**config.mk**
```make
export PLATFORM = sky130hd
export DESIGN_NAME = command_to_can_frame_translator_top
export DESIGN_NICKNAME = d
export VERILOG_FILES = /design/src/design/cfct_pkg.sv /design/src/design/cfct_front.sv /design/src/design/cfct_queue.sv /design/src/design/cfct_back.sv /design/src/design/command_to_can_frame_translator_top.sv
export SDC_FILE = /design/constraint.sdc
export NUM_CORES = 1
export LEC_CHECK = 0
export BUFFER_PORTS_ARGS = -buffer_cell sky130_fd_sc_hd__buf_2
export CAP_MARGIN = 25
export CORE_ASPECT_RATIO = 1.2
export CORE_UTILIZATION = 60
export CTS_CLUSTER_DIAMETER = 30
export DETAILED_ROUTE_END_ITERATION = 8
export PLACE_DENSITY = 0.78
export REMOVE_ABC_BUFFERS = 1
export SLEW_MARGIN = 40
export SYNTH_ARGS = -nofsm -noshare
export SYNTH_HDL_FRONTEND = slang
export SYNTH_SLANG_ARGS = --single-unit
```
**constraint.sdc**
```tcl
create_clock -name i_clk -period 8.6 [get_ports i_clk]
set_clock_uncertainty 0.2 [all_clocks]
set_input_delay 0.86 -clock i_clk [delete_from_list [all_inputs] [get_ports i_clk]]
set_output_delay 0.86 -clock i_clk [all_outputs]
set_load 0.02 [all_outputs]
```
**src/design/cfct_pkg.sv**
```systemverilog
`timescale 1ns / 1ps

package cfct_pkg;

    // CAN identifiers
    localparam logic [10:0] MotionId = 11'h260;
    localparam logic [10:0] FwdId    = 11'h000;

    // Turn offset after reset
    localparam logic [31:0] OffsetReset = 32'h0000_003C;

    // Command byte codes
    localparam logic [7:0] CmdStraight = 8'h11;
    localparam logic [7:0] CmdTurn     = 8'h33;
    localparam logic [7:0] CmdLift     = 8'h44;
    localparam logic [7:0] CmdCamera   = 8'h55;
    localparam logic [7:0] CmdFwdA     = 8'h5F;
    localparam logic [7:0] CmdFwdB     = 8'hFE;

    // Mode / direction codes
    localparam logic [7:0] ModeA = 8'hAA;
    localparam logic [7:0] ModeB = 8'hBB;

    // Command queue between front and back
    localparam int QDepth = 4;
    localparam int QPtrW  = $clog2(QDepth);
    localparam int QCntW  = $clog2(QDepth + 1);

    // Frame index within one command (up to five frames)
    localparam int FrameIdxW = 3;

    typedef enum logic [2:0] {
        K_STRAIGHT,
        K_TURN,
        K_LIFT,
        K_CAMERA,
        K_FWD
    } t_kind;

    // One classified command waiting for the frame sequencer
    typedef struct packed {
        t_kind       kind;
        logic [7:0]  cmd;
        logic [7:0]  mode;
        logic [7:0]  param;
        logic [31:0] value;
        logic [7:0]  tail;
        logic [31:0] left;
        logic [31:0] right;
    } t_desc;

    // Number of frames a command emits
    function automatic logic [FrameIdxW-1:0] frame_count(t_kind k);
        logic [FrameIdxW-1:0] n;
        unique case (k)
            K_TURN:  n = FrameIdxW'(5);
            K_FWD:   n = FrameIdxW'(1);
            default: n = FrameIdxW'(2);
        endcase
        return n;
    endfunction

endpackage

```
**src/design/cfct_front.sv**
```systemverilog
`timescale 1ns / 1ps

module cfct_front
    import cfct_pkg::*;
(
    input  logic       i_clk,
    input  logic       i_rst_n,
    input  logic       i_push,
    input  logic [7:0] i_cmd,
    input  logic [7:0] i_mode_byte,
    input  logic [7:0] i_param_byte,
    input  logic [7:0] i_value_b3,
    input  logic [7:0] i_value_b4,
    input  logic [7:0] i_value_b5,
    input  logic [7:0] i_value_b6,
    input  logic [7:0] i_tail_byte,
    input  logic       i_q_full,
    output logic       o_q_push,
    output t_desc      o_q_data
);

    logic [31:0] r_offset;
    logic [31:0] n_offset;
    logic [31:0] value;
    logic [31:0] v_minus;
    logic [31:0] v_plus;
    logic        is_ab;
    logic        accept;
    logic        emit;
    logic        load_off;
    t_kind       kind;

    // speed math against the current offset
    assign value   = {i_value_b3, i_value_b4, i_value_b5, i_value_b6};
    assign v_minus = value - r_offset;
    assign v_plus  = value + r_offset;
    assign is_ab   = (i_mode_byte == ModeA) || (i_mode_byte == ModeB);
    assign accept  = i_push && !i_q_full;

    // classify the command byte
    always_comb begin
        kind     = K_STRAIGHT;
        emit     = 1'b0;
        load_off = 1'b0;
        unique case (i_cmd) inside
            CmdStraight: begin
                kind = K_STRAIGHT;
                emit = 1'b1;
            end
            CmdTurn: begin
                kind     = K_TURN;
                emit     = is_ab;
                load_off = !is_ab;
            end
            CmdLift: begin
                kind = K_LIFT;
                emit = 1'b1;
            end
            CmdCamera: begin
                kind = K_CAMERA;
                emit = 1'b1;
            end
            CmdFwdA, CmdFwdB: begin
                kind = K_FWD;
                emit = 1'b1;
            end
            default: begin
                kind = K_STRAIGHT;
            end
        endcase
    end

    // descriptor into the queue
    always_comb begin
        o_q_data.kind  = kind;
        o_q_data.cmd   = i_cmd;
        o_q_data.mode  = i_mode_byte;
        o_q_data.param = i_param_byte;
        o_q_data.value = value;
        o_q_data.tail  = i_tail_byte;
        o_q_data.left  = (i_mode_byte == ModeA) ? v_minus : v_plus;
        o_q_data.right = (i_mode_byte == ModeA) ? v_plus : v_minus;
    end

    assign o_q_push = accept && emit;
    assign n_offset = (accept && load_off) ? value : r_offset;

    // turn offset register
    always_ff @(posedge i_clk) begin
        if (!i_rst_n) begin
            r_offset <= OffsetReset;
        end else begin
            r_offset <= n_offset;
        end
    end

`ifndef SYNTH
    a_push_room: assert property (@(posedge i_clk) disable iff (!i_rst_n)
        o_q_push |-> !i_q_full)
        else $error("front pushed into a full queue");
    a_load_no_push: assert property (@(posedge i_clk) disable iff (!i_rst_n)
        (accept && load_off) |-> !o_q_push)
        else $error("offset load also produced frames");
    a_offset_hold: assert property (@(posedge i_clk) disable iff (!i_rst_n)
        !(accept && load_off) |=> $stable(r_offset))
        else $error("turn offset changed without a load");
`endif

endmodule

```
**src/design/cfct_queue.sv**
```systemverilog
`timescale 1ns / 1ps

module cfct_queue
    import cfct_pkg::*;
(
    input  logic  i_clk,
    input  logic  i_rst_n,
    input  logic  i_push,
    input  t_desc i_data,
    input  logic  i_pop,
    output logic  o_full,
    output logic  o_empty,
    output t_desc o_head
);

    t_desc            r_mem [QDepth];
    logic [QPtrW-1:0] r_wptr;
    logic [QPtrW-1:0] r_rptr;
    logic [QCntW-1:0] r_count;
    logic [QPtrW-1:0] n_wptr;
    logic [QPtrW-1:0] n_rptr;
    logic [QCntW-1:0] n_count;

    assign o_full  = (r_count == QCntW'(QDepth));
    assign o_empty = (r_count == '0);
    assign o_head  = r_mem[r_rptr];

    // pointer and fill count update
    always_comb begin
        n_wptr  = i_push ? r_wptr + 1'b1 : r_wptr;
        n_rptr  = i_pop ? r_rptr + 1'b1 : r_rptr;
        n_count = r_count;
        if (i_push && !i_pop) begin
            n_count = r_count + 1'b1;
        end else if (!i_push && i_pop) begin
            n_count = r_count - 1'b1;
        end
    end

    always_ff @(posedge i_clk) begin
        if (!i_rst_n) begin
            r_wptr  <= '0;
            r_rptr  <= '0;
            r_count <= '0;
        end else begin
            r_wptr  <= n_wptr;
            r_rptr  <= n_rptr;
            r_count <= n_count;
        end
    end

    // entry storage, no reset needed
    always_ff @(posedge i_clk) begin
        if (i_push) begin
            r_mem[r_wptr] <= i_data;
        end
    end

`ifndef SYNTH
    a_cnt_range: assert property (@(posedge i_clk) disable iff (!i_rst_n)
        r_count <= QCntW'(QDepth))
        else $error("queue count out of range");
    a_no_overflow: assert property (@(posedge i_clk) disable iff (!i_rst_n)
        !(i_push && o_full))
        else $error("queue overflow");
    a_no_underflow: assert property (@(posedge i_clk) disable iff (!i_rst_n)
        !(i_pop && o_empty))
        else $error("queue underflow");
    a_ptr_gap: assert property (@(posedge i_clk) disable iff (!i_rst_n)
        (r_wptr - r_rptr) == r_count[QPtrW-1:0])
        else $error("queue pointers disagree with count");
`endif

endmodule

```
**src/design/cfct_back.sv**
```systemverilog
`timescale 1ns / 1ps

module cfct_back
    import cfct_pkg::*;
(
    input  logic            i_clk,
    input  logic            i_rst_n,
    input  logic            i_q_empty,
    input  t_desc           i_q_head,
    output logic            o_q_pop,
    input  logic            i_pop,
    output logic            o_empty,
    output logic [10:0]     o_can_id,
    output logic [7:0][7:0] o_frame,
    output logic            o_last
);

    logic [FrameIdxW-1:0] r_idx;
    logic [FrameIdxW-1:0] n_idx;
    logic                 r_valid;
    logic                 n_valid;
    logic [10:0]          r_can_id;
    logic [7:0][7:0]      r_frame;
    logic                 r_last;

    logic [FrameIdxW-1:0] cnt;
    logic                 is_last;
    logic                 load;
    logic [10:0]          f_id;
    logic [6:0][7:0]      fb;
    logic [7:0]           f_sum;
    logic [7:0]           f_b7;
    logic [7:0]           side;
    logic [7:0]           sel;
    logic [31:0]          speed;

    assign cnt     = frame_count(i_q_head.kind);
    assign is_last = (r_idx == cnt - 1'b1);
    assign load    = !i_q_empty && (!r_valid || i_pop);
    assign o_q_pop = load && is_last;

    assign side  = (i_q_head.param != 8'h00) ? 8'h11 : 8'h00;
    assign speed = r_idx[0] ? i_q_head.right : i_q_head.left;

    // wheel selector byte of the turn speed frames
    always_comb begin
        case (r_idx[1:0])
            2'd0:    sel = 8'h00;
            2'd1:    sel = 8'h11;
            2'd2:    sel = 8'h22;
            default: sel = 8'h33;
        endcase
    end

    // frame assembly for the head command and current frame index
    always_comb begin
        f_id = MotionId;
        fb   = '0;
        unique case (i_q_head.kind)
            K_STRAIGHT: begin
                fb[0] = 8'h11;
                if (r_idx == '0) begin
                    fb[1] = 8'h11;
                    fb[2] = i_q_head.param;
                    fb[3] = i_q_head.value[31:24];
                    fb[4] = i_q_head.value[23:16];
                    fb[5] = i_q_head.value[15:8];
                    fb[6] = i_q_head.value[7:0];
                end else begin
                    fb[1] = 8'h22;
                    if (i_q_head.mode == ModeA) begin
                        fb[2] = i_q_head.param;
                        fb[3] = 8'h55;
                    end else if (i_q_head.mode == ModeB) begin
                        fb[2] = i_q_head.param;
                        fb[3] = 8'hAA;
                    end else begin
                        fb[2] = 8'hFF;
                        fb[3] = 8'hFF;
                    end
                end
            end
            K_TURN: begin
                fb[0] = 8'h11;
                if (r_idx == FrameIdxW'(4)) begin
                    fb[1] = 8'h22;
                    fb[2] = 8'hEE;
                    fb[3] = 8'h55;
                    fb[4] = 8'h11;
                end else begin
                    fb[1] = 8'h11;
                    fb[2] = sel;
                    fb[3] = speed[31:24];
                    fb[4] = speed[23:16];
                    fb[5] = speed[15:8];
                    fb[6] = speed[7:0];
                end
            end
            K_LIFT, K_CAMERA: begin
                fb[0] = (i_q_head.kind == K_LIFT) ? 8'h44 : 8'h55;
                fb[2] = (i_q_head.kind == K_LIFT) ? 8'h00 : side;
                if (r_idx == '0) begin
                    fb[1] = 8'h33;
                    fb[3] = i_q_head.value[31:24];
                    fb[4] = i_q_head.value[23:16];
                    fb[5] = i_q_head.value[15:8];
                    fb[6] = i_q_head.value[7:0];
                end else begin
                    fb[1] = 8'h22;
                    fb[3] = 8'h55;
                end
            end
            K_FWD: begin
                f_id  = FwdId;
                fb[0] = i_q_head.cmd;
                fb[1] = i_q_head.mode;
                fb[2] = i_q_head.param;
                fb[3] = i_q_head.value[31:24];
                fb[4] = i_q_head.value[23:16];
                fb[5] = i_q_head.value[15:8];
                fb[6] = i_q_head.value[7:0];
            end
            default: begin
                f_id = MotionId;
            end
        endcase
    end

    // checksum byte, mod 256
    always_comb begin
        f_sum = '0;
        for (int k = 0; k < 7; k++) begin
            f_sum = f_sum + fb[k];
        end
        f_b7 = (i_q_head.kind == K_FWD) ? i_q_head.tail : f_sum;
    end

    // frame index and output valid
    always_comb begin
        n_idx   = r_idx;
        n_valid = r_valid;
        if (load) begin
            n_valid = 1'b1;
            n_idx   = is_last ? '0 : r_idx + 1'b1;
        end else if (i_pop) begin
            n_valid = 1'b0;
        end
    end

    always_ff @(posedge i_clk) begin
        if (!i_rst_n) begin
            r_idx   <= '0;
            r_valid <= 1'b0;
        end else begin
            r_idx   <= n_idx;
            r_valid <= n_valid;
        end
    end

    // output beat register
    always_ff @(posedge i_clk) begin
        if (load) begin
            r_can_id <= f_id;
            r_frame  <= {f_b7, fb};
            r_last   <= is_last;
        end
    end

    assign o_empty  = !r_valid;
    assign o_can_id = r_can_id;
    assign o_frame  = r_frame;
    assign o_last   = r_last;

`ifndef SYNTH
    a_idx_needs_cmd: assert property (@(posedge i_clk) disable iff (!i_rst_n)
        (r_idx != '0) |-> !i_q_empty)
        else $error("frame index advanced with no command queued");
    a_idx_range: assert property (@(posedge i_clk) disable iff (!i_rst_n)
        !i_q_empty |-> (r_idx < frame_count(i_q_head.kind)))
        else $error("frame index beyond the command's frame count");
    a_pop_marks_last: assert property (@(posedge i_clk) disable iff (!i_rst_n)
        o_q_pop |=> (r_valid && r_last && (r_idx == '0)))
        else $error("command retired without a last beat");
`endif

endmodule

```
**src/design/command_to_can_frame_translator_top.sv**
```systemverilog
`timescale 1ns / 1ps

// Remote motion command to CAN frame translator.
// Input channel: one 8-byte command per beat, taken when push is high and
// full is low. Output channel: CAN frames (id, 8 payload bytes, last flag);
// the oldest frame sits on the ports while empty is low and leaves when
// pop is high. The final frame of each command carries last = 1.
// Straight, lift and camera commands give 2 frames, a turn command in mode
// AA/BB gives 5, forward commands give 1; a turn in any other mode only
// loads the turn offset, and unknown commands give nothing.
// A beat is queued, and its first frame then loads the output register.
// Throughput: the frame sequencer emits one frame per cycle while the
// receiver pops each frame, so a command holds it until all of its frames
// (1 to 5) are out; a 4-entry command queue lets the input keep taking
// beats meanwhile, and full rises only when that queue is full.
// If the receiver stalls, the current frame holds on the ports, the
// sequencer stops, and the queue fills before push is refused.
// Reset (synchronous, active low) empties the queue and the output
// register and sets the turn offset to 0x3C.
module command_to_can_frame_translator_top
    import cfct_pkg::*;
(
    input  logic        i_clk,
    input  logic        i_rst_n,
    input  logic        push,
    output logic        full,
    input  logic [7:0]  i_cmd,
    input  logic [7:0]  i_mode_byte,
    input  logic [7:0]  i_param_byte,
    input  logic [7:0]  i_value_b3,
    input  logic [7:0]  i_value_b4,
    input  logic [7:0]  i_value_b5,
    input  logic [7:0]  i_value_b6,
    input  logic [7:0]  i_tail_byte,
    output logic        empty,
    input  logic        pop,
    output logic [10:0] o_can_id,
    output logic [7:0]  o_frame_b0,
    output logic [7:0]  o_frame_b1,
    output logic [7:0]  o_frame_b2,
    output logic [7:0]  o_frame_b3,
    output logic [7:0]  o_frame_b4,
    output logic [7:0]  o_frame_b5,
    output logic [7:0]  o_frame_b6,
    output logic [7:0]  o_frame_b7,
    output logic        o_last
);

    logic            q_push;
    logic            q_pop;
    logic            q_full;
    logic            q_empty;
    t_desc           q_in;
    t_desc           q_head;
    logic [7:0][7:0] frame;

    cfct_front u_front (
        .i_clk        (i_clk),
        .i_rst_n      (i_rst_n),
        .i_push       (push),
        .i_cmd        (i_cmd),
        .i_mode_byte  (i_mode_byte),
        .i_param_byte (i_param_byte),
        .i_value_b3   (i_value_b3),
        .i_value_b4   (i_value_b4),
        .i_value_b5   (i_value_b5),
        .i_value_b6   (i_value_b6),
        .i_tail_byte  (i_tail_byte),
        .i_q_full     (q_full),
        .o_q_push     (q_push),
        .o_q_data     (q_in)
    );

    cfct_queue u_queue (
        .i_clk   (i_clk),
        .i_rst_n (i_rst_n),
        .i_push  (q_push),
        .i_data  (q_in),
        .i_pop   (q_pop),
        .o_full  (q_full),
        .o_empty (q_empty),
        .o_head  (q_head)
    );

    cfct_back u_back (
        .i_clk     (i_clk),
        .i_rst_n   (i_rst_n),
        .i_q_empty (q_empty),
        .i_q_head  (q_head),
        .o_q_pop   (q_pop),
        .i_pop     (pop),
        .o_empty   (empty),
        .o_can_id  (o_can_id),
        .o_frame   (frame),
        .o_last    (o_last)
    );

    assign full       = q_full;
    assign o_frame_b0 = frame[0];
    assign o_frame_b1 = frame[1];
    assign o_frame_b2 = frame[2];
    assign o_frame_b3 = frame[3];
    assign o_frame_b4 = frame[4];
    assign o_frame_b5 = frame[5];
    assign o_frame_b6 = frame[6];
    assign o_frame_b7 = frame[7];

endmodule

```
==> results by group, run 1 <==
Outcome
  • Status: finished clean

Critical path
  • Crit Path Max Fanout: 22
  • R2r endpoint: u_back.o_frame[63]$_DFFE_PP_
  • Req. time, crit path: 8800 ps
  • Reg2reg setup slack: 1550 ps
  • Critical path class: flop to flop
  • Worst setup endpoint: u_back.o_frame[63]$_DFFE_PP_
  • Crit start category: flop
  • Arr. time, crit path: 7250 ps
  • Crit end category: flop
  • R2R cell count: 24

GRT
  • Vias in the first global route: 18.0k
  • First-pass GRT wire length: 105000 um
  • Antenna violations before repair: 1
  • Gr usage total: 28.1%
  • Remaining global-route overflow: 0
  • Largest net degree at the start of global routing: 111

Timing
  • Final period utilization: 82.0%
  • Worst-Margin Slew: 818 ps
  • Final worst setup slack: 1550 ps
  • Worst hold slack: 232 ps
  • Fmax: 142 MHz
  • RSZ-0062 raised after global routing: false
  • Slew Viols, Final: 0
  • Fin. Hold Viols: 0
  • Max transition margin: 45.5%
  • Final min period: 7050 ps
  • Setup violations, final: 0

Route
  • WL per Instance: 23.8 um
  • Avg Vias per Cell: 6.18
  • DR iter-0 viols: 1761
  • DRC Markers: 0
  • Wirelength, routed: 68500 um
  • DR pass1 iterations: 5
  • Number of routed nets with antenna violations: 0
  • Total number of vias: 17.7k

Synth
  • Netlist cell types: 74
  • Avg Cell Area, Syn: 14.8 sq um
  • Most common cell in the synthesized netlist: edfxtp_1
  • Synth Cell Area: 29500 sq um
  • Asr flop ratio synth: 0%
  • Share of the synthesized area in the top cell type: 59.7%
  • Ys Warns: 0
  • Top cells by count, synth: edfxtp_1, inv_1, nor2_1, mux4_2, mux2i_1
  • Synth Flop Type: edfxtp_1
  • Register area share after synthesis: 62.8%
  • FF+latch count, synth: 631
  • Ranking of synthesized cells by area: edfxtp_1, mux4_2, mux2i_1
  • EDFF count, synth: 586
  • Post-Syn Instances: 1991
  • Top cell type by total area after synthesis: edfxtp_1

Finish
  • Finished Core Util: 70.6%
  • P&R area growth vs syn: 15.7%
  • Antenna Diode Count: 0
  • Filler cell count in the final layout: 3032
  • Layout cell share with drive strength beyond 1: 21.5%
  • Area occupied by multi-input gates: 9980 sq um
  • Nets: 2340
  • Register Area: 18500 sq um

Placed design
  • Setup WS pre-CTS: 1350 ps
  • GP Congestion: 0.957
  • Buffers on Ports: 137
  • HPWL after DPL: 44200 um

Pwr
  • Peak supply drop: 0.000224 V
  • PD cells: 222 nW/um^2
  • Pleak: 12.2 nW

Floorplan
  • Chip width: 204 um
  • Initial core utilization: 61.0%
  • # rows: 88
  • Chip height: 245 um
  • DIE AREA: 50000 sq um
  • Core area: 48300 sq um
  • Io pins: 146

Clocking
  • Sinks on Clock Net: 631
  • TritonCTS clock tree: done
  • Cts hold-fix bufs: 0
  • Total CTS buffers: 100
  • Post-CTS Resized: 0
  • Clk Latency, worst-skew pair: 650 ps
  • Post-CTS setup buffers: 0
  • Max Buffers Root-to-Sink: 3
  • Root Driver: clkbuf_16
  • H-tree levels: 3
  • CTS clk-pin slew, worst paths: 50 ps

Worst hold path
  • Min-delay worst type: input pin to flop

Job
  • MaxCap Viol Count: 0
-- placed cells by master, fill, tap and decap left out, types with 35 or more instances in the layout --
| cell | instances |
|---|---|
| ha_1 | 80 |
| nor2b_1 | 51 |
| mux4_2 | 110 |
| nand2_1 | 78 |
| mux2i_1 | 105 |
| buf_2 | 137 |
| clkbuf_16 | 100 |
| dfxtp_1 | 43 |
| a21oi_1 | 101 |
| o21ai_0 | 62 |
| nor2_1 | 113 |
| edfxtp_1 | 586 |
| inv_1 | 158 |
| xnor2_1 | 67 |
| fa_1 | 35 |
-- layout make-up --
cell class              instances  area share, %
inverters                     161           1.78
multi-input cells            1106           29.3
flip-flops and latches        631           54.2
clock buffers                 116           7.57
clock inverters                73           2.17
repair buffers                157           2.67
well taps                     630           2.31
-- state kept, by name (all words and copies together), names as in the netlist, named ones only --
name and cells:
u_queue.r_rptr 2, u_front.r_offset 32, u_queue.r_wptr 2, u_back.r_idx 3, u_queue.r_count 3, u_back.o_last 1
u_back.o_can_id 1, u_queue.r_mem 520, u_back.r_valid 1, u_back.o_frame 64
-- power breakdown --
group	leakage, nW	switching (mW)	total (mW)	internal, mW
Sequential	5.68	0.00520	3.38	3.38
Combinational	4.94	0.194	0.290	0.0953
Clock	1.59	1.47	3.90	2.42
Total	12.2	1.67	7.57	5.90
-- kinds of logic after synthesis --
family          Yosys count  share of synthesized area [%]
mux                     238                           12.9
simple gates            369                           6.21
other cells               1                         0.0127
buf+inv                 261                           3.60
compound gates          295                           6.35
xor+xnor                 81                           2.41
flops                   631                           62.8
fa+ha+maj               115                           5.77
-- worst max-delay path, cell delays in order, from the launching register on --
cell	delay, ps
dfxtp_4	620
mux4_2	570
nand4bb_1	300
or2_0	280
or4_4	570
o22ai_4	220
o221ai_1	190
inv_1	130
fa_1	480
fa_1	530
fa_1	500
inv_1	40
ha_1	270
ha_1	160
inv_1	60
fa_1	450
nor2b_1	160
nor3_1	80
o21bai_1	140
a21oi_1	90
xnor2_1	200
xnor2_1	160
xnor2_1	170
xnor2_1	150
o21ai_1	70
-- worst min-delay path by stage --
stage	to	depth (start not counted)	slack [ps]	from
after floorplan	u_back.r_valid$_SDFFE_PN0P_	2	250	u_back.r_valid$_SDFFE_PN0P_
after global placement	u_back.r_valid$_SDFFE_PN0P_	2	270	u_back.r_valid$_SDFFE_PN0P_
after detailed placement	u_back.r_valid$_SDFFE_PN0P_	2	280	u_back.r_valid$_SDFFE_PN0P_
after CTS	u_queue.r_mem[2][104]$_DFFE_PP_	1	200	i_param_byte[0]
after global routing	u_queue.r_mem[2][104]$_DFFE_PP_	1	220	i_param_byte[0]
final	u_queue.r_mem[2][106]$_DFFE_PP_	1	230	i_param_byte[2]
-- layer usage --
metal	global-route usage (%)	vias up	wire, um
met5	0	-	0
met4	10.8	0	2370
met3	4.63	169	5540
met2	46.3	894	33700
met1	37.7	8873	26800
li1	-	7811	-
-- per-stage QoR --
| step | setup TNS (ps) | total power [mW] | instance area (sq um) | std cells |
|---|---|---|---|---|
| CTS | 0 | 7.60 | 34100 | 2873 |
| global route | 0 | 7.76 | 34100 | 2874 |
| detailed placement | 0 | 3.73 | 30800 | 2684 |
| global placement | 0 | 3.71 | 30700 | 2683 |
| finish | 0 | 7.57 | 34100 | 2874 |
| floorplan | -15020 | 3.62 | 29000 | 1898 |
Note: power is estimated with default switching activity, not from simulation.
==> run 2: changes to the inputs <==
- clock period: 8.6 -> 6.9 ns (I/O delays scaled with it)
==> run 2 against run 1 <==
Wire length up 4.3%. Critical path depth is the same. Clock power is 24% higher.
==> results by group, run 2 (synthesized netlist as in run 1, its figures left out) <==
Timing
  • Worst-Margin Slew: 799 ps (-19.3 ps)
  • Fmax: 150 MHz (+5.8%)
  • Slew Viols, Final: 0 (unchanged)
  • Setup violations, final: 0 (unchanged)
  • Final period utilization: 96.6% (+15 points)
  • Max transition margin: 46.7% (+1.3 points)
  • Final min period: 6670 ps (-387 ps)
  • Fin. Hold Viols: 0 (unchanged)

Critical path
  • Largest stage delay, worst path: 560 ps (-60 ps)
  • R2R cell count: 24 (unchanged)
  • Slowest CP cell: or4_4
  • Top Family by Delay on Critical Path: adder cells
  • Crit Path Max Fanout: 4 (-82%)
  • Crit-path cells: mux4_2 > nand4bb_1 > or2_0 > or4_4 > o22ai_4 > o221ai_2 > inv_1 > fa_1 > fa_1 > fa_1 > inv_1 > ha_1 > ha_1 > inv_1 > fa_1 > nor2b_2 > nor3_2 > o21bai_1 > a21oi_1 > xnor2_1 > xnor2_1 > xnor2_1 > xnor2_1 > o21ai_1
  • WP buf/inv: 3 (unchanged)
  • Critical path class: flop to flop
  • Arr. time, crit path: 6860 ps (-390 ps)
  • Crit end category: flop
  • Crit start category: flop
  • R2r endpoint: u_back.o_frame[63]$_DFFE_PP_
  • Worst reg2reg path startpoint: u_queue.r_mem[3][114]$_DFFE_PP_
  • Req. time, crit path: 7100 ps (-1700 ps)
  • Reg2reg setup slack: 230 ps (-1310 ps)

Pwr
  • Pleak: 12.3 nW (+0.95%)
  • Overall Power: 9.43 mW (+25%)
  • Peak supply drop: 0.000200 V (-11%)
  • PD cells: 275 nW/um^2 (+24%)

Route
  • Number of routed nets with antenna violations: 0 (unchanged)
  • Wirelength, routed: 71500 um (+4.3%)
  • WL per Instance: 24.7 um (+3.8%)
  • Total number of vias: 17.9k (+0.99%)
  • DR iter-0 viols: 1830 (+3.9%)
  • DRC Markers: 0 (unchanged)
  • DR pass1 iterations: 5 (unchanged)
  • Avg Vias per Cell: 6.20 (+0.43%)

Finish
  • Layout cell share with drive strength beyond 1: 22.6% (+1.0 points)
  • Most frequent cells in the layout: edfxtp_1, inv_1, buf_2
  • Antenna Diode Count: 0 (unchanged)
  • Finished Core Util: 71.1% (+0.48 points)
  • Area occupied by multi-input gates: 10000 sq um (+0.34%)
  • Cell area after layout: 34300 sq um (+0.68%)
  • Most common cell after layout, fill and taps aside: edfxtp_1
  • Largest Register: u_queue.r_mem
  • Max reg flops: 520 (unchanged)
  • Register Area: 18500 sq um (unchanged)
  • Nets: 2357 (+0.73%)
  • Filler cell count in the final layout: 2935 (-3.2%)
  • P&R area growth vs syn: 16.5%

GRT
  • Vias in the first global route: 18.1k (+0.76%)
  • Antenna violations before repair: 2 (+1)
  • First-pass GRT wire length: 107000 um (+1.7%)
  • Remaining global-route overflow: 0 (unchanged)
  • Gr usage total: 28.7% (+0.58 points)
  • Largest net degree at the start of global routing: 93 (-16%)

Floorplan
  • # rows: 88 (unchanged)
  • Io pins: 146 (unchanged)
  • Chip width: 204 um (unchanged)
  • Core area: 48300 sq um (unchanged)
  • Initial core utilization: 61.0% (unchanged)
  • Chip height: 245 um (unchanged)
  • DIE AREA: 50000 sq um (unchanged)

Clocking
  • TritonCTS clock tree: done
  • Cts hold-fix bufs: 0 (unchanged)
  • CTS clk-pin slew, worst paths: 60 ps (about the same)
  • Total CTS buffers: 99 (-1.0%)
  • Sinks on Clock Net: 631 (unchanged)
  • H-tree levels: 3 (unchanged)
  • Clk Latency, worst-skew pair: 670 ps (+20 ps)
  • Root Driver: clkbuf_16
  • Max Buffers Root-to-Sink: 3 (unchanged)

Job
  • MaxCap Viol Count: 0 (unchanged)

Worst hold path
  • Hold Crit Depth: 1 (unchanged)
  • Min-delay worst type: input pin to flop
  • Hold_sp: i_param_byte[1]
  • WHS Endpoint: u_queue.r_mem[2][105]$_DFFE_PP_

Outcome
  • Status: finished clean

Placed design
  • Buffers on Ports: 137 (unchanged)
  • Placed Area: 30900 sq um (+0.56%)
  • GP Congestion: 0.926 (-3.2%)
  • HPWL after DPL: 44700 um (+1.2%)
[run 2: changes by cell type in the layout (fill, tap and decap cells not counted), moves of 3 or more]
cell	before	now
clkbuf_1	14	8
buf_12	5	8
clkinv_8	3	6
clkinv_4	7	4
nor4_2	3	0
inv_6	10	14
clkinvlp_4	14	17
buf_4	12	26
[run 2: worst max-delay path by stage]
stage	start	cells after the start	endpoint	slack, ps
floorplan	flop	24	u_back.o_frame[63]$_DFFE_PP_	-4490
global placement	flop	22	u_back.o_frame[63]$_DFFE_PP_	400
detailed placement	flop	25	u_back.o_frame[63]$_DFFE_PP_	280
CTS	u_queue.r_mem[3][114]$_DFFE_PP_	24	u_back.o_frame[63]$_DFFE_PP_	170
global route	flop	22	u_back.o_frame[63]$_DFFE_PP_	-3
finish	u_queue.r_mem[3][114]$_DFFE_PP_	24	u_back.o_frame[63]$_DFFE_PP_	230
[run 2: final cells by class]
cell class | count | share of cell area [%]
Clock buffer | 107 | 7.30
Clock inverter | 80 | 2.34
Inverter | 161 | 1.76
Multi-Input combinational cell | 1106 | 29.2
Sequential cell | 631 | 53.9
Tap cell | 630 | 2.29
Timing Repair Buffer | 175 | 3.27
[run 2: routing by layer]
metal | GRT usage (%) | part of all wire (%) | vias up
li1 | - | - | 7833
met1 | 37.1 | 38 | 9015
met2 | 48.4 | 51 | 942
met3 | 4.98 | 7.9 | 133
met4 | 11.2 | 2.9 | 0
met5 | 0 | 0 | -
[run 2: per-stage QoR]
step                worst slack, ps  instances  setup TNS (ps)  hold slack [ps]
detailed placement              282       2699               0              285
floorplan                     -4490       1898          -72020              255
global route                  -3.05       2890           -3.05             24.0
global placement                400       2697               0              270
CTS                             168       2886               0             8.60
finish                          233       2890               0             33.4
[run 2: where the power goes]
| group | internal (mW) | total, mW | switching, mW | leakage (nW) |
|---|---|---|---|---|
| clock | 2.93 | 4.85 | 1.92 | 1.57 |
| sequential | 4.21 | 4.22 | 0.00582 | 5.68 |
| combinational | 0.121 | 0.369 | 0.248 | 5.07 |
| total | 7.26 | 9.43 | 2.17 | 12.3 |
[run 2: timing repair]
item                                    CTS  global route
gates resized for setup                   0             8
endpoints found under the setup margin    0             1
setup buffers                             0             2
